[src/hw/rtl/ansi_truecolor_cell_parser_macros.svh]
// ----------------------------------------------------------------------------
// Assertion macros for the true-colour cell parser
// Clocked, reset-qualified property wrappers shared by the RTL.
// ----------------------------------------------------------------------------
`ifndef ANSI_TRUECOLOR_CELL_PARSER_MACROS_SVH
`define ANSI_TRUECOLOR_CELL_PARSER_MACROS_SVH

// Assert an implication on the rising clock, disabled during reset
`define ATC_ASSERT_IMP(label, ante, cons, msg) \
    label: assert property (@(posedge clk) disable iff (!rst_n) (ante) |-> (cons)) \
        else $error(msg);

// Assert an implication checked in the following cycle
`define ATC_ASSERT_NEXT(label, ante, cons, msg) \
    label: assert property (@(posedge clk) disable iff (!rst_n) (ante) |=> (cons)) \
        else $error(msg);

`endif

[src/hw/rtl/atcp_pkg.sv]
// ----------------------------------------------------------------------------
// atcp_pkg
// Types and constants shared by the front end, the queue and the back end.
// ----------------------------------------------------------------------------
package atcp_pkg;

    localparam logic [7:0] ESC_CODE   = 8'h1B;
    localparam logic [7:0] CR_CODE    = 8'h0D;
    localparam logic [7:0] LF_CODE    = 8'h0A;
    localparam logic [7:0] LBRK_CODE  = 8'h5B;
    localparam logic [7:0] SEMI_CODE  = 8'h3B;
    localparam logic [7:0] M_CODE     = 8'h6D;
    localparam logic [7:0] ZERO_CODE  = 8'h30;
    localparam logic [7:0] NINE_CODE  = 8'h39;
    localparam int unsigned FG_CODE   = 38;
    localparam int unsigned BG_CODE   = 48;
    localparam int unsigned TC_CODE   = 2;

    typedef enum logic [1:0] {
        MODE_TEXT,
        MODE_ESC,
        MODE_SGR
    } mode_t;

    typedef enum logic [1:0] {
        BK_IDLE,
        BK_SCAN,
        BK_EMIT
    } bk_state_t;

    // Work handed from front end to back end
    typedef struct packed {
        logic        is_run;    // apply stored SGR run, no cell
        logic        cell_a;    // first cell present
        logic [31:0] bytes_a;
        logic [2:0]  len_a;
        logic        cell_b;    // second cell present
        logic [7:0]  byte_b;
        logic [7:0]  rows_a;
        logic        flush;     // stream end: reset colours after cells
    } job_t;

    typedef struct packed {
        logic        on;
        logic [7:0]  red;
        logic [7:0]  green;
        logic [7:0]  blue;
    } colour_t;

    function automatic logic [2:0] lead_length(input logic [7:0] b);
        logic [2:0] len;
        begin
            len = 3'd1;
            if ((b & 8'h80) == 8'h00)      len = 3'd1;
            else if ((b & 8'hE0) == 8'hC0) len = 3'd2;
            else if ((b & 8'hF0) == 8'hE0) len = 3'd3;
            else if ((b & 8'hF8) == 8'hF0) len = 3'd4;
            return len;
        end
    endfunction

endpackage

[src/hw/rtl/atcp_front.sv]
// ----------------------------------------------------------------------------
// atcp_front
// Accepts stream words, assembles glyphs, parses SGR numbers into the
// parameter store and posts jobs to the queue.
// ----------------------------------------------------------------------------
module atcp_front #(
    parameter int MAX_PARAMS = 16,
    parameter int NUM_BITS   = 16,
    parameter int CW         = $clog2(MAX_PARAMS + 1)
) (
    input  logic                  clk,
    input  logic                  rst_n,
    input  logic                  in_valid,
    output logic                  in_ready,
    input  logic [7:0]            text_byte,
    input  logic                  stream_end,
    output logic                  job_valid,
    input  logic                  job_ready,
    output atcp_pkg::job_t        job,
    input  logic                  run_busy,
    output logic [CW-1:0]         run_count,
    output logic                  pw_en,
    output logic [CW-1:0]         pw_addr,
    output logic [NUM_BITS-1:0]   pw_data
);
    import atcp_pkg::*;

    localparam logic [NUM_BITS-1:0] NUM_MAX = {NUM_BITS{1'b1}};

    mode_t               mode_reg, mode_next;
    logic [31:0]         gbuf_reg, gbuf_next;
    logic [2:0]          gneed_reg, gneed_next;
    logic [2:0]          ghave_reg, ghave_next;
    logic [CW-1:0]       cnt_reg, cnt_next;
    logic [NUM_BITS-1:0] acc_reg, acc_next;
    logic [7:0]          rows_reg, rows_next;
    logic                accept;
    logic [NUM_BITS+3:0] acc_x10;

    // Stall while the queue is full or a run is being applied
    assign in_ready  = job_ready && !run_busy;
    assign accept    = in_valid && in_ready;
    assign run_count = cnt_reg;
    assign acc_x10   = ({4'd0, acc_reg} << 3) + ({4'd0, acc_reg} << 1)
                     + {{NUM_BITS{1'b0}}, 4'(text_byte - ZERO_CODE)};

    always_ff @(posedge clk or negedge rst_n)
    begin
        if (!rst_n)
        begin
            mode_reg  <= MODE_TEXT;
            gbuf_reg  <= '0;
            gneed_reg <= '0;
            ghave_reg <= '0;
            cnt_reg   <= '0;
            acc_reg   <= '0;
            rows_reg  <= '0;
        end
        else if (accept)
        begin
            mode_reg  <= mode_next;
            gbuf_reg  <= gbuf_next;
            gneed_reg <= gneed_next;
            ghave_reg <= ghave_next;
            cnt_reg   <= cnt_next;
            acc_reg   <= acc_next;
            rows_reg  <= rows_next;
        end
    end

    // Classify the word and build the job
    always_comb
    begin
        logic       txt;
        logic [7:0] tb;
        logic [2:0] len;
        logic       push;
        mode_next  = mode_reg;
        gbuf_next  = gbuf_reg;
        gneed_next = gneed_reg;
        ghave_next = ghave_reg;
        cnt_next   = cnt_reg;
        acc_next   = acc_reg;
        rows_next  = rows_reg;
        job        = '0;
        job.rows_a = rows_reg;
        job.flush  = stream_end;
        txt        = 1'b0;
        tb         = text_byte;
        push       = 1'b0;
        len        = 3'd1;
        if (gneed_reg != 3'd0)
        begin
            gbuf_next = gbuf_reg | ({24'd0, text_byte} << {ghave_reg[1:0], 3'b000});
            ghave_next = ghave_reg + 3'd1;
            if (ghave_next >= gneed_reg || stream_end)
            begin
                job.cell_a = 1'b1;
                job.bytes_a = gbuf_next;
                job.len_a = ghave_next;
                gbuf_next = '0;
                ghave_next = '0;
                gneed_next = '0;
            end
        end
        else if (mode_reg == MODE_ESC)
        begin
            if (text_byte == LBRK_CODE)
            begin
                mode_next = MODE_SGR;
                cnt_next = '0;
                acc_next = '0;
            end
            else
            begin
                job.cell_a = 1'b1;
                job.bytes_a = {24'd0, ESC_CODE};
                job.len_a = 3'd1;
                mode_next = MODE_TEXT;
                txt = 1'b1;
            end
        end
        else if (mode_reg == MODE_SGR)
        begin
            if (text_byte == SEMI_CODE)
                push = 1'b1;
            else if (text_byte >= ZERO_CODE && text_byte <= NINE_CODE)
                acc_next = (acc_x10 > {4'd0, NUM_MAX}) ? NUM_MAX : acc_x10[NUM_BITS-1:0];
            else if (text_byte == M_CODE)
            begin
                push = 1'b1;
                job.is_run = 1'b1;
                mode_next = MODE_TEXT;
            end
        end
        else
            txt = 1'b1;

        // Push the finished number
        pw_en   = accept && push && (cnt_reg < CW'(MAX_PARAMS));
        pw_addr = cnt_reg;
        pw_data = acc_reg;
        if (push)
        begin
            if (cnt_reg < CW'(MAX_PARAMS))
                cnt_next = cnt_reg + CW'(1);
            acc_next = '0;
        end

        // Ordinary text handling, possibly after an ESC cell
        if (txt)
        begin
            len = (tb == ESC_CODE) ? 3'd1 : lead_length(tb);
            if (tb == CR_CODE)
                ;
            else if (tb == LF_CODE)
            begin
                if (!job.cell_a && rows_reg != 8'hFF)
                    rows_next = rows_reg + 8'd1;
                else if (job.cell_a)
                    rows_next = 8'd1;
            end
            else if (tb == ESC_CODE && !stream_end)
                mode_next = MODE_ESC;
            else if (len == 3'd1 || stream_end)
            begin
                if (job.cell_a)
                begin
                    job.cell_b = 1'b1;
                    job.byte_b = tb;
                end
                else
                begin
                    job.cell_a = 1'b1;
                    job.bytes_a = {24'd0, tb};
                    job.len_a = 3'd1;
                end
            end
            else
            begin
                gbuf_next = {24'd0, tb};
                ghave_next = 3'd1;
                gneed_next = len;
            end
        end
        if (job.cell_a && !(txt && tb == LF_CODE))
            rows_next = '0;
        if (job.cell_a && txt && tb == LF_CODE)
            rows_next = 8'd1;
        if (job.cell_b)
            rows_next = '0;

        job_valid = accept && (job.cell_a || job.is_run || stream_end);

        if (stream_end)
        begin
            mode_next = MODE_TEXT;
            gbuf_next = '0;
            gneed_next = '0;
            ghave_next = '0;
            cnt_next = '0;
            acc_next = '0;
            rows_next = '0;
            job.is_run = 1'b0;
        end
    end
endmodule

[src/hw/rtl/atcp_queue.sv]
// ----------------------------------------------------------------------------
// atcp_queue
// Two-entry job queue between the front end and the back end.
// ----------------------------------------------------------------------------
module atcp_queue (
    input  logic            clk,
    input  logic            rst_n,
    input  logic            wr_valid,
    output logic            wr_ready,
    input  atcp_pkg::job_t  wr_job,
    output logic            rd_valid,
    input  logic            rd_ready,
    output atcp_pkg::job_t  rd_job
);
    import atcp_pkg::*;

    job_t       mem [2];
    logic       wp_reg, rp_reg;
    logic [1:0] cnt_reg;
    logic       wr, rd;

    assign wr_ready = (cnt_reg != 2'd2);
    assign rd_valid = (cnt_reg != 2'd0);
    assign rd_job   = mem[rp_reg];
    assign wr       = wr_valid && wr_ready;
    assign rd       = rd_valid && rd_ready;

    // Store payload
    always_ff @(posedge clk)
    begin
        if (wr)
            mem[wp_reg] <= wr_job;
    end

    // Advance pointers
    always_ff @(posedge clk or negedge rst_n)
    begin
        if (!rst_n)
        begin
            wp_reg  <= 1'b0;
            rp_reg  <= 1'b0;
            cnt_reg <= 2'd0;
        end
        else
        begin
            if (wr) wp_reg <= !wp_reg;
            if (rd) rp_reg <= !rp_reg;
            cnt_reg <= cnt_reg + {1'b0, wr} - {1'b0, rd};
        end
    end
endmodule

[src/hw/rtl/atcp_back.sv]
// ----------------------------------------------------------------------------
// atcp_back
// Holds the colours, scans a stored SGR run one number a cycle (re-reading a number
// after 38 or 48 that is not 2) and sends cells out through an output register.
// ----------------------------------------------------------------------------
module atcp_back #(
    parameter int MAX_PARAMS = 16,
    parameter int NUM_BITS   = 16,
    parameter int CW         = $clog2(MAX_PARAMS + 1)
) (
    input  logic                clk,
    input  logic                rst_n,
    input  logic                job_valid,
    output logic                job_ready,
    input  atcp_pkg::job_t      job,
    input  logic [CW-1:0]       run_count,
    output logic                scanning,
    input  logic                pw_en,
    input  logic [CW-1:0]       pw_addr,
    input  logic [NUM_BITS-1:0] pw_data,
    output logic                out_valid,
    input  logic                out_ready,
    output logic [103:0]        out_data
);
    import atcp_pkg::*;

    localparam int AW = $clog2(MAX_PARAMS);

    logic [NUM_BITS-1:0] pstore [MAX_PARAMS];
    bk_state_t           st_reg, st_next;
    colour_t             fg_reg, fg_next, bg_reg, bg_next;
    logic [CW-1:0]       n_reg, n_next;
    logic [2:0]          sub_reg, sub_next;   // 0 code, 1 mode, 2..4 rgb
    logic                which_reg, which_next;
    logic [7:0]          r_reg, r_next, g_reg, g_next;
    logic                ob_reg, ob_next;     // never set: a second cell is tracked by BK_EMIT
    logic                ov_reg, ov_next;
    logic [103:0]        od_reg, od_next;
    job_t                jb_reg, jb_next;
    logic [NUM_BITS-1:0] pv;
    logic                out_free;

    // Parameter store: written by the front end, read by the scan
    always_ff @(posedge clk)
    begin
        if (pw_en)
            pstore[pw_addr[AW-1:0]] <= pw_data;
    end
    assign pv = pstore[n_reg[AW-1:0]];

    assign out_free  = !ov_reg || out_ready;
    assign out_valid = ov_reg;
    assign out_data  = od_reg;
    assign scanning  = (st_reg == BK_SCAN);
    assign job_ready = (st_reg == BK_IDLE) && out_free;

    always_ff @(posedge clk or negedge rst_n)
    begin
        if (!rst_n)
        begin
            st_reg <= BK_IDLE;
            fg_reg <= '0;
            bg_reg <= '0;
            n_reg  <= '0;
            sub_reg <= '0;
            which_reg <= 1'b0;
            ob_reg <= 1'b0;
            ov_reg <= 1'b0;
        end
        else
        begin
            st_reg <= st_next;
            fg_reg <= fg_next;
            bg_reg <= bg_next;
            n_reg  <= n_next;
            sub_reg <= sub_next;
            which_reg <= which_next;
            ob_reg <= ob_next;
            ov_reg <= ov_next;
        end
    end

    always_ff @(posedge clk)
    begin
        r_reg  <= r_next;
        g_reg  <= g_next;
        od_reg <= od_next;
        jb_reg <= jb_next;
    end

    // Cell fields from bit 0 up, run_last kept apart in the top bit
    function automatic logic [103:0] pack_cell(input logic [31:0] b, input logic [2:0] l,
                                               input logic [7:0] rw, input colour_t f,
                                               input colour_t k, input logic last);
        return {last, 10'd0, k.blue, k.green, k.red, k.on, f.blue, f.green, f.red, f.on,
                rw, l, b};
    endfunction

    // Sequence cells and the run scan
    always_comb
    begin
        st_next = st_reg;
        fg_next = fg_reg;
        bg_next = bg_reg;
        n_next = n_reg;
        sub_next = sub_reg;
        which_next = which_reg;
        r_next = r_reg;
        g_next = g_reg;
        ob_next = ob_reg;
        ov_next = ov_reg && !out_ready;
        od_next = od_reg;
        jb_next = jb_reg;
        unique case (st_reg)
            BK_IDLE:
            begin
                if (job_valid && out_free)
                begin
                    jb_next = job;
                    if (job.is_run)
                    begin
                        st_next = BK_SCAN;
                        n_next = '0;
                        sub_next = '0;
                    end
                    else
                    begin
                        if (job.cell_a)
                        begin
                            ov_next = 1'b1;
                            od_next = pack_cell(job.bytes_a, job.len_a, job.rows_a,
                                                fg_reg, bg_reg, !job.cell_b);
                        end
                        if (job.cell_b)
                        begin
                            st_next = BK_EMIT;
                        end
                        else if (job.flush)
                        begin
                            fg_next = '0;
                            bg_next = '0;
                        end
                    end
                end
            end
            BK_EMIT:
            begin
                if (out_free)
                begin
                    ov_next = 1'b1;
                    od_next = pack_cell({24'd0, jb_reg.byte_b}, 3'd1, 8'd0,
                                        fg_reg, bg_reg, 1'b1);
                    if (jb_reg.flush)
                    begin
                        fg_next = '0;
                        bg_next = '0;
                    end
                    st_next = BK_IDLE;
                end
            end
            BK_SCAN:
            begin
                if (n_reg >= run_count)
                    st_next = BK_IDLE;
                else
                begin
                    n_next = n_reg + CW'(1);
                    unique case (sub_reg)
                        3'd0:
                        begin
                            if (pv == '0)
                            begin
                                fg_next = '0;
                                bg_next = '0;
                            end
                            else if ((pv == NUM_BITS'(FG_CODE) || pv == NUM_BITS'(BG_CODE))
                                     && ({1'b0, n_reg} + (CW+1)'(4) < {1'b0, run_count}))
                            begin
                                which_next = (pv == NUM_BITS'(BG_CODE));
                                sub_next = 3'd1;
                            end
                        end
                        3'd1:
                        begin
                            if (pv == NUM_BITS'(TC_CODE))
                                sub_next = 3'd2;
                            else
                            begin
                                // not a colour: re-read this number singly
                                sub_next = 3'd0;
                                n_next = n_reg;
                            end
                        end
                        3'd2:
                        begin
                            r_next = pv[7:0];
                            sub_next = 3'd3;
                        end
                        3'd3:
                        begin
                            g_next = pv[7:0];
                            sub_next = 3'd4;
                        end
                        3'd4:
                        begin
                            sub_next = 3'd0;
                            if (which_reg)
                                bg_next = '{1'b1, r_reg, g_reg, pv[7:0]};
                            else
                                fg_next = '{1'b1, r_reg, g_reg, pv[7:0]};
                        end
                        default:
                            sub_next = 3'd0;
                    endcase
                end
            end
            default:
                st_next = BK_IDLE;
        endcase
    end
endmodule

[src/hw/rtl/ansi_truecolor_cell_parser.sv]
// ----------------------------------------------------------------------------
// ansi_truecolor_cell_parser
// Byte stream in, coloured character cells out.
// ----------------------------------------------------------------------------
// Ordinary bytes are taken one per cycle while the queue has room and no
// colour run is pending. The closing 'm' of a colour run holds the input
// while the back end walks the stored parameters one per cycle, reading a
// number again after each 38 or 48 not followed by a 2, and longer while
// earlier cells still wait for the output; a byte that yields two cells
// sends them out one after the other. A two-entry queue separates the
// byte classifier from the colour and output stage.
// ----------------------------------------------------------------------------
`include "ansi_truecolor_cell_parser_macros.svh"

module ansi_truecolor_cell_parser #(
    parameter int MAX_PARAMS = 16,
    parameter int NUM_BITS   = 16
) (
    input  logic         clk,
    input  logic         rst_n,
    input  logic         s_tvalid,
    output logic         s_tready,
    input  logic [7:0]   s_tdata,   // text_byte
    input  logic         s_tlast,   // stream_end
    output logic         m_tvalid,
    input  logic         m_tready,
    // glyph_bytes, glyph_length, rows_before, fore_on, fore_red, fore_green,
    // fore_blue, back_on, back_red, back_green, back_blue
    output logic [95:0]  m_tdata,
    output logic         m_tlast    // run_last
);
    import atcp_pkg::*;

    localparam int CW = $clog2(MAX_PARAMS + 1);

    logic                fj_valid, fj_ready, bj_valid, bj_ready;
    job_t                fj, bj;
    logic [CW-1:0]       run_count;
    logic                pw_en, scanning, hold;
    logic                hold_q;
    logic [CW-1:0]       pw_addr;
    logic [NUM_BITS-1:0] pw_data;
    logic [103:0]        od;

    // Stall input while a run job is queued or being scanned
    assign hold = scanning || (bj_valid && bj.is_run) || (fj_valid && fj.is_run);

    atcp_front #(.MAX_PARAMS(MAX_PARAMS), .NUM_BITS(NUM_BITS), .CW(CW)) u_front (
        .clk, .rst_n,
        .in_valid(s_tvalid), .in_ready(s_tready),
        .text_byte(s_tdata), .stream_end(s_tlast),
        .job_valid(fj_valid), .job_ready(fj_ready), .job(fj),
        .run_busy(hold_q), .run_count(run_count),
        .pw_en, .pw_addr, .pw_data
    );

    always_ff @(posedge clk or negedge rst_n)
    begin
        if (!rst_n) hold_q <= 1'b0;
        else        hold_q <= hold || (fj_valid && fj.is_run);
    end

    atcp_queue u_queue (
        .clk, .rst_n,
        .wr_valid(fj_valid), .wr_ready(fj_ready), .wr_job(fj),
        .rd_valid(bj_valid), .rd_ready(bj_ready), .rd_job(bj)
    );

    atcp_back #(.MAX_PARAMS(MAX_PARAMS), .NUM_BITS(NUM_BITS), .CW(CW)) u_back (
        .clk, .rst_n,
        .job_valid(bj_valid), .job_ready(bj_ready), .job(bj),
        .run_count, .scanning,
        .pw_en, .pw_addr, .pw_data,
        .out_valid(m_tvalid), .out_ready(m_tready), .out_data(od)
    );

    assign m_tdata = od[95:0];
    assign m_tlast = od[103];

    // Checks
    `ATC_ASSERT_IMP(a_len_range, m_tvalid, (od[34:32] != 3'd0 && od[34:32] <= 3'd4),
                    "cell length out of range")
    `ATC_ASSERT_IMP(a_no_accept_scan, scanning, !(s_tvalid && s_tready),
                    "input accepted during run scan")
    `ATC_ASSERT_NEXT(a_out_hold, m_tvalid && !m_tready, m_tvalid && $stable(od),
                    "output word changed while stalled")
endmodule
[config.mk]
export PLATFORM = sky130hd
export DESIGN_NAME = ansi_truecolor_cell_parser
export DESIGN_NICKNAME = d
export VERILOG_FILES = /design/src/hw/rtl/atcp_pkg.sv /design/src/hw/rtl/atcp_front.sv /design/src/hw/rtl/atcp_queue.sv /design/src/hw/rtl/atcp_back.sv /design/src/hw/rtl/ansi_truecolor_cell_parser.sv
export VERILOG_INCLUDE_DIRS = /design/src /design/src/hw/rtl
export SDC_FILE = /design/constraint.sdc
export NUM_CORES = 1
export LEC_CHECK = 0
export ABC_AREA = 0
export BUFFER_PORTS_ARGS = -buffer_cell sky130_fd_sc_hd__buf_2
export CORE_MARGIN = 5
export CORE_UTILIZATION = 60
export CTS_CLUSTER_DIAMETER = 100
export DETAILED_ROUTE_END_ITERATION = 16
export PLACE_DENSITY = 0.78
export RECOVER_POWER = 25
export SYNTH_ARGS = -nofsm -noshare
export SYNTH_HDL_FRONTEND = slang
export SYNTH_SLANG_ARGS = --single-unit
[constraint.sdc]
create_clock -name clk -period 10.5 [get_ports clk]
set_input_delay 1.575 -clock clk [delete_from_list [all_inputs] [get_ports clk]]
set_output_delay 1.575 -clock clk [all_outputs]
set_load 0.02 [all_outputs]
# [After elaboration in Yosys (flattened, before gate mapping)]
# Memories as Yosys holds them, arrays and structs flattened.
# Index checks and enable logic that the tools add are counted.
[totals] mem_bits_rw=366 mem_count=2 regBits=265
[classes] bitwise_logic=3 addsub=10 n_shift=1 n_eq_ne=45 reduce_logical=64 mux=141 order_cmp=7
[memory_table] name="u_back.pstore" words=16 word_bits=16 read_ports=1 rd_clocked_by_memory_dff=0 write_ports=1 line_no="atcp_back.sv:29" source="logic [NUM_BITS-1:0] pstore [MAX_PARAMS];"
[memory_table] name="u_queue.mem" words=2 word_bits=55 read_ports=1 rd_clocked_by_memory_dff=0 write_ports=1 line_no="atcp_queue.sv:17" source="job_t mem [2];"
[op_table] cell="$mux W104" n=4
[op_table] cell="$mux W25" n=11
[op_table] cell="$mux W32" n=8
[op_table] cell="$mux W45" n=5
[op_table] cell="$pmux W104 S2" n=1
[op_table] cell="$pmux W25 S3" n=2
[op_table] cell="$mux W16" n=9
[op_table] cell="$mux W36" n=4
[op_table] cell="$pmux W25 S2" n=2
[op_table] cell="$mux W3" n=27
[op_table] cell="$mux W8" n=9
[op_table] cell="$mux W5" n=11
[op_table] cell="$mux W2" n=18
[op_table] cell="$mux W35" n=1
[op_table] cell="$eq A16 B6 Y1 const B" n=2
[op_table] cell="$or A32 B32 Y32" n=1
[op_table] cell="$shl A8 B5 Y32" n=1
[op_table] cell="$mux W1" n=23
[op_table] cell="$reduce_and A11 Y1" n=2
[op_table] cell="$add A19 B17 Y20" n=1
[op_table] cell="$add A20 B4 Y20" n=1
[op_table] cell="$gt A20 B16 Y1 const B" n=1
[op_table] cell="$logic_and A1 B1 Y1" n=20
[op_table] cell="$reduce_and A5 Y1" n=4
[op_table] cell="other kinds (56)" n=103

# [Logic depth before layout (Yosys ltp)]
# Gate-level depths: netlist of run 1.
[logic_depth] depth_word=20 depth_mapped=13

# [By module]
# From an unflattened synthesis of run 1, not the netlist that was laid out.
[unflattened] hier_cells=1644 area_unflattened_um2=25725.9
[modules_own_cells] module="atcp_back" area_per_inst_um2=16358.2 cells_each=844 instances=1
[modules_own_cells] module="atcp_front" area_per_inst_um2=5136.2 cells_each=605 instances=1
[modules_own_cells] module="atcp_queue" area_per_inst_um2=4196.5 cells_each=193 instances=1
[modules_own_cells] module="ansi_truecolor_cell_parser" area_per_inst_um2=35.0 cells_each=2 instances=1

# [Least setup slack after synthesis of run 1]
# OpenSTA, ideal clock, no wires.
[synth_path] path_type="in2reg" start="input m_tready" end="register u_back.od_reg[0] (netlist: u_back.out_data[0]) (enable)" cell_stages=2 t_required_ps=9838 slack_ps=1747 t_arrival_ps=8091 path_cell_list="nor2b_1 > nor3_1"
[synth_via] elab_chain_cells=4 word_cells_on_any_way=5
[synth_lines] item="from (decl)" line_no="ansi_truecolor_cell_parser.sv:26" source="input logic m_tready,"
[synth_lines] item="$logic_or A1 B1 Y1 *" line_no="atcp_back.sv:51" source="assign out_free = !ov_reg || out_ready;"
[synth_lines] item="$logic_and A1 B1 Y1" line_no="atcp_back.sv:117" source="if (job_valid && out_free)"
[synth_lines] item="$ne A2 B2 Y1 (no line)"
[synth_lines] item="$reduce_and A5 Y1 (no line) *"
[synth_lines] item="to (signal assigned)" line_no="atcp_back.sv:87" source="od_reg <= od_next;"
[synth_lines] item="to (decl)" line_no="atcp_back.sv:38" source="logic [103:0] od_reg, od_next;"
# Every way passes the cells marked *; elsewhere a longest branch is shown, timed or not.
# A chain may end at the register's enable or synchronous reset.

# [Final worst setup path of run 1]
[layout_path] start="input s_tdata[6]" end="memory u_back.pstore[12][5] (enable)"
[layout_via] elab_chain_cells=11 word_cells_on_any_way=15
[layout_lines] item="from (decl)" line_no="ansi_truecolor_cell_parser.sv:23" source="input logic [7:0] s_tdata,"
[layout_lines] item="$ge A8 B6 Y1 (tied with other cells)" line_no="atcp_front.sv:127" source="else if (text_byte >= ZERO_CODE && text_byte <= NINE_CODE)"
[layout_lines] item="$logic_and A1 B1 Y1 / $mux W1 (equally long branches)" line_no="atcp_front.sv:127, atcp_front.sv:129"
[layout_lines] item="$mux W1" line_no="atcp_front.sv:127"
[layout_lines] item="$mux W1 *" line_no="atcp_front.sv:125" source="if (text_byte == SEMI_CODE)"
[layout_lines] item="$mux W1 *" line_no="atcp_front.sv:123" source="else if (mode_reg == MODE_SGR)"
[layout_lines] item="$mux W1 *" line_no="atcp_front.sv:106" source="else if (mode_reg == MODE_ESC)"
[layout_lines] item="$mux W1 *" line_no="atcp_front.sv:92" source="if (gneed_reg != 3'd0)"
[layout_lines] item="$logic_and A1 B1 Y1 * (2 in series)" line_no="atcp_front.sv:140" source="pw_en = accept && push && (cnt_reg < CW'(MAX_PARAMS));"
[layout_lines] item="$mux W1 *" line_no="atcp_back.sv:46" source="if (pw_en)"
[layout_lines] item="$mux W1 (not written as such) *" line_no="atcp_back.sv:47" source="pstore[pw_addr[AW-1:0]] <= pw_data;"
[layout_lines] item="to (decl)" line_no="atcp_back.sv:29"
# Marked as above.

==> results of run 1 <==
## cells by family (layout without fill, tap and decap cells)
| group | Yosys count | count (layout) |
|---|---|---|
| xor gates and xnor gates | 16 | 16 |
| DFF | 621 | 621 |
| and+or+nand+nor | 393 | 393 |
| other | 1 | 3 |
| buffers and inverters | 103 | 260 |
| muxes | 95 | 95 |
| AOI/OAI and AO/OA | 304 | 304 |
| adders and majority gates | 57 | 57 |
## final timing paths
| kind | endpoint | cells past startpoint | slack, ns | startpoint |
|---|---|---|---|---|
| max | u_back.pstore[12][5] | 7 | 5.37 | s_tdata[6] |
| min | u_back.out_data[87] | 0 | 0.45 | u_back.bg_reg[2] |
| max reg2reg | u_back.pstore[12][5] | 5 | 6.15 | u_front.gneed_reg[0] |
| min reg2reg | u_back.out_data[87] | 0 | 0.45 | u_back.bg_reg[2] |
| max in group asynchronous | u_front.pw_data[8] | 2 | 6.11 | rst_n |
| min in group asynchronous | u_back.fg_reg[3] | 1 | 2.02 | rst_n |
## metal layers
layer | global-route usage (%) | vias up
li1 | - | 6360
met1 | 32.1 | 7161
met2 | 37.1 | 512
met3 | 4.49 | 105
met4 | 6.43 | 0
met5 | 0 | -
## critical path, stage by stage
cell	delay, ns
buf_2	0.27
nor4bb_1	0.60
nor2_1	0.09
or4_1	0.52
nor3_1	0.81
nand2_1	0.40
nor2_1	1.08
## cell type report
class	instances	area, µm²
Tap cell	532	666
Clock buffer	78	1620
Fill cell	2693	13200
Multi-Input combinational cell	868	6430
Sequential cell	621	18000
Clock inverter	32	295
Inverter	27	101
Timing Repair Buffer	123	652
## power breakdown
part | switching (µW) | total [µW] | internal [µW]
clock network | 884 | 2070 | 1180
registers | 290 | 3340 | 3050
logic | 1030 | 1600 | 574
total | 2200 | 7010 | 4810
## metrics by stage
| stage | instances | power, µW | hold WS, ns | util (%) |
|---|---|---|---|---|
| finish | 2281 | 7010 | 0.451 | 67.8 |
| global route | 2281 | 7330 | 0.458 | 67.8 |
| CTS | 2281 | 7040 | 0.446 | 67.8 |
| detailed placement | 2171 | 4990 | 0.434 | 63.1 |
| global placement | 2171 | 4920 | 0.438 | 63.1 |
| floorplan | 1592 | 4450 | 0.426 | - |
## placed cells by master, fill, tap and decap left out, types with 11 or more instances in the layout
| cell | netlist | final |
|---|---|---|
| mux2_2 | 11 | 11 |
| nand3_1 | 24 | 24 |
| nor2_1 | 128 | 126 |
| o21ai_0 | 29 | 29 |
| nand2_1 | 94 | 94 |
| clkbuf_16 | 0 | 58 |
| a21oi_1 | 78 | 78 |
| mux2i_1 | 49 | 49 |
| a22o_1 | 57 | 57 |
| mux4_2 | 28 | 28 |
| inv_1 | 25 | 25 |
| o21ai_1 | 17 | 17 |
| edfxtp_1 | 485 | 485 |
| dfrtp_1 | 136 | 134 |
| a22oi_1 | 34 | 34 |
| buf_4 | 3 | 15 |
| nor4_1 | 31 | 30 |
| and3_1 | 12 | 12 |
| and2_1 | 14 | 13 |
| a21o_1 | 13 | 13 |
| o31ai_1 | 11 | 11 |
| nand2b_1 | 13 | 13 |
| ha_1 | 55 | 55 |
| clkbuf_1 | 51 | 12 |
| buf_2 | 5 | 107 |
| nor3_1 | 21 | 17 |
==> run_results.csv, run 1 <==
group,metric,value,unit
cells_and_area,num-nets-final,1769,
synth,synth_flop_cell,"edfxtp_1",
placed_design,globalplace.congestion,0.857,
clocking,cts_tree,"done",
cells_and_area,area_growth,11.6,%
synth,ys_async_sr_fraction,21.9,%
routing,vias,14138,
clocking,clk_path_buf_depth,3,
routing,drt_iter0_drc,1552,
synth,avgSynthCellArea,15.6,µm²
critical_path,critPathRequiredTime,10.71,ns
routing,drt-total-wl,51500,µm
pwr,p_leak,0.0105,µW
timing,clock.fmax,195,MHz
synth,synthTopCellsByArea,"edfxtp_1 (59%), dfrtp_1 (14%), ha_1 (2.8%)",
floorplan,die_area,45600,µm²
routing,drc_errors,0,
timing,setup_viol,0,
clocking,cts_setup_buffers,0,
routing,routedWlPerCell,22.6,µm
synth,synth_largest_area_cell,"edfxtp_1",
global_route,grt_pass1_wl,80400,µm
global_route,grt_max_degree,77,
cells_and_area,drive_above_1_share,16.3,%
clocking,htreeDepth,2,
cells_and_area,largest_register_ffs,256,
synth,syn-cell-area,24900,µm²
flow_run,cap_viol_max_count,1,
synth,synth_edf_count,485,
synth,synth_mux_area_share,5.69,%
synth,synth.most_common_cell,"edfxtp_1",
placed_design,port_buffers,108,
routing,met2WireLength,25500,µm
critical_path,worstPathArrival,5.35,ns
synth,synth_compound_area_share,8.72,%
global_route,grt_pass1_vias,14064,
cells_and_area,antenna_cells,0,
floorplan,rows,74,
synth,syn-instance-count,1590,
floorplan,die_h,214,µm
floorplan,fp.dieW,214,µm
hold_path,hp-class,"reg2reg",
clocking,clock_latency,0.62,ns
floorplan,io_pins,112,
synth,synth_top_family_by_area,"compound AO/OA/AOI/OAI gates",
timing,hold_violations,0,
routing,top_layer,"met4",
synth,ys_ff_latch,621,
timing,fin_skew,0.0263,ns
clocking,cts_hold_buf,0,
placed_design,place_area,25800,µm²
routing,wl_met1,21100,µm
cells_and_area,final_cell_area,27700,µm²
clocking,post_cts_resized,0,
pwr,vdd_ir_drop_max,0.130,mV
synth,synthAdderAreaFrac,2.93,%
timing,slew_violations,62,
placed_design,preCtsSetupSlack,4.92,ns
outcome,status,"finished, violations left",
timing,tightestPinTransition,3.22,ns
placed_design,dp.final_hpwl,32300,µm
timing,layout_setup_ws,5.37,ns
timing,post-route-min-period,5.13,ns
synth,ys_types,83,
critical_path,critical_path_class,"in2reg",
timing,rsz0062_at_grt,"false",
routing,wl_met3,3510,µm
routing,drtPass1Iterations,6,
clocking,clock_sinks,621,
global_route,grt_use_total,22.8,%
synth,ys_seq_area_share,72.3,%
clocking,clkTransAtPathRegs,0.06,ns
synth,synth-simple-area-share,7.72,%
pwr,power.density,253,nW/µm²
synth,synth_xor_area_share,0.564,%
clocking,cts_made_buffers,58,
synth,ys_warn_count,0,
global_route,grt-ovfl-total,0,
floorplan,initial_core_util,60.8,%
critical_path,startpoint_type,"input port",
floorplan,core-area,40900,µm²
outcome,violations,"capacitance limit, slew limit",
routing,viasPerCell,6.20,
critical_path,cp_max_fo,16,
timing,slew_headroom,-115,%
clocking,cts_root_buffer,"clkbuf_16",
routing,drtAntennaViolNets,0,
critical_path,critPathCaptureType,"register",
global_route,antenna_found_initial,0,
timing,fin_tns_setup,0,ns
synth,synth_common_cells,"edfxtp_1 (485), dfrtp_1 (136), nor2_1 (128)",
synth,synth_top_area_share,58.6,%
timing,finalCritPeriodShare,48.9,%
(Power assumes the default switching activity.)
==> run 2: changes to the inputs <==
clock period = 5.3 ns   (was 10.5 ns; I/O delays follow)
==> run_results.csv, run 2 (synthesis results as in run 1) <==
group,metric,value,unit
routing,drt-total-wl,52200,µm
clocking,clkTransAtPathRegs,0.06,ns
global_route,grt_max_degree,95,
placed_design,globalplace.congestion,0.899,
clocking,cts_hold_buf,0,
floorplan,initial_core_util,60.8,%
floorplan,rows,74,
timing,rsz0062_at_grt,"false",
global_route,grt_pass1_vias,14194,
flow_run,cap_viol_max_count,0,
outcome,status,"completed",
critical_path,worst-r2r-cell-count,10,
timing,slew_violations,0,
cells_and_area,drive_above_1_share,16.7,%
cells_and_area,largest_register_ffs,256,
cells_and_area,stdcell_count,2300,
timing,fin_skew,0.0263,ns
clocking,clock_sinks,621,
critical_path,crit_slowest_cell,"clkbuf_1",
timing,clock.fmax,240,MHz
timing,fin_tns_setup,0,ns
critical_path,r2r-start,"u_back.n_reg[0]",
global_route,antenna_found_initial,0,
global_route,grt_use_total,23.2,%
cells_and_area,final_common_cell,"edfxtp_1",
floorplan,fp.dieW,214,µm
critical_path,critPathRequiredTime,5.53,ns
hold_path,hp-class,"in2async",
timing,post-route-min-period,4.16,ns
critical_path,cp_max_fo,55,
placed_design,port_buffers,108,
routing,drtPass1Iterations,6,
routing,viasPerCell,6.23,
timing,hold_violations,0,
clocking,clk_path_buf_depth,3,
cells_and_area,final_cell_mix,"edfxtp_1 (485), dfrtp_1 (134), nor2_1 (128)",
placed_design,dpl.cell_count,2190,
routing,wl_met1,21300,µm
cells_and_area,antenna_cells,0,
timing,tightestPinTransition,1.29,ns
clocking,post_cts_resized,0,
cells_and_area,area_growth,12.3,%
timing,slew_headroom,14.1,%
timing,holdWs,0.235,ns
routing,drc_errors,0,
clocking,cts_root_buffer,"clkbuf_16",
routing,top_layer,"met4",
critical_path,r2r_slack,1.35,ns
clocking,cts_tree,"done",
critical_path,cp-startpoint,"s_tlast",
critical_path,critical_path_class,"in2reg",
global_route,grt_pass1_wl,81800,µm
timing,setup_viol,0,
clocking,cts_made_buffers,58,
global_route,grt-ovfl-total,0,
routing,met2WireLength,25900,µm
floorplan,core-area,40900,µm²
timing,finalCritPeriodShare,78.5,%
cells_and_area,num-nets-final,1788,
clocking,clock_latency,0.63,ns
critical_path,cp_num_buf_inv,4,
floorplan,io_pins,112,
routing,drtAntennaViolNets,0,
floorplan,die_h,214,µm
critical_path,worstPathArrival,4.39,ns
critical_path,max_stage_delay,0.92,ns
placed_design,dp.final_hpwl,31800,µm
critical_path,startpoint_type,"input port",
cells_and_area,fillCellCount,2640,
routing,drt_iter0_drc,1551,
routing,vias,14321,
critical_path,critPathTopFamily,"buffers and inverters",
pwr,vdd_ir_drop_max,0.273,mV
pwr,p_leak,0.0106,µW
critical_path,cp_cell_sequence,"clkbuf_1, inv_1, nand3_1, o21ai_0, a2111o_1, and2_1, inv_2, nor2_1, a21oi_1, and2_2, buf_4",
floorplan,die_area,45600,µm²
critical_path,cp.depth,11,
clocking,cts_setup_buffers,0,
routing,wl_met3,3750,µm
critical_path,regToRegEndpoint,"u_back.bg_reg[11]",
pwr,power.density,501,nW/µm²
clocking,htreeDepth,2,
critical_path,critPathCaptureType,"register",
routing,routedWlPerCell,22.7,µm
-- run 2: layout make-up --
| cell class | count | area (µm²) | area share [%] |
|---|---|---|---|
| sequential | 621 | 18000 | 64.3 |
| multi-input combinational | 868 | 6440 | 23.0 |
| clock buffer | 75 | 1560 | 5.57 |
| timing repair buffer | 142 | 813 | 2.91 |
| tap | 532 | 666 | 2.38 |
| clock inverter | 35 | 384 | 1.38 |
| inverter | 27 | 101 | 0.363 |
-- run 2: worst max-delay path by stage --
stage and endpoint:
5_1_grt u_queue.mem[1][40], 2_1_floorplan u_queue.mem[0][0], 3_5_place_dp u_queue.mem[1][42], 3_3_place_gp u_queue.mem[1][40]
6_report u_queue.mem[1][40], 4_1_cts u_back.bg_reg[11]
-- run 2: through the flow --
step	instance area, µm²	total power, µW	util [%]	setup WS (ns)
2_1_floorplan	24900	8800	-	0.961
3_3_place_gp	26000	9710	63.5	1.35
3_5_place_dp	26000	9840	63.5	1.22
4_1_cts	27900	14000	68.2	1.35
5_1_grt	27900	14600	68.2	0.975
6_report	27900	14000	68.2	1.14
-- run 2: per-layer routing --
| layer | GRT usage, % | up-vias |
|---|---|---|
| met1 | 32.9 | 7194 |
| met5 | 0 | - |
| li1 | - | 6402 |
| met3 | 4.16 | 91 |
| met4 | 5.48 | 0 |
| met2 | 38.3 | 634 |
-- run 2: power breakdown --
part           switching, µW  internal, µW
Clock                   1790          2380
Sequential               692          6050
Combinational           1920          1150
Total                   4390          9580
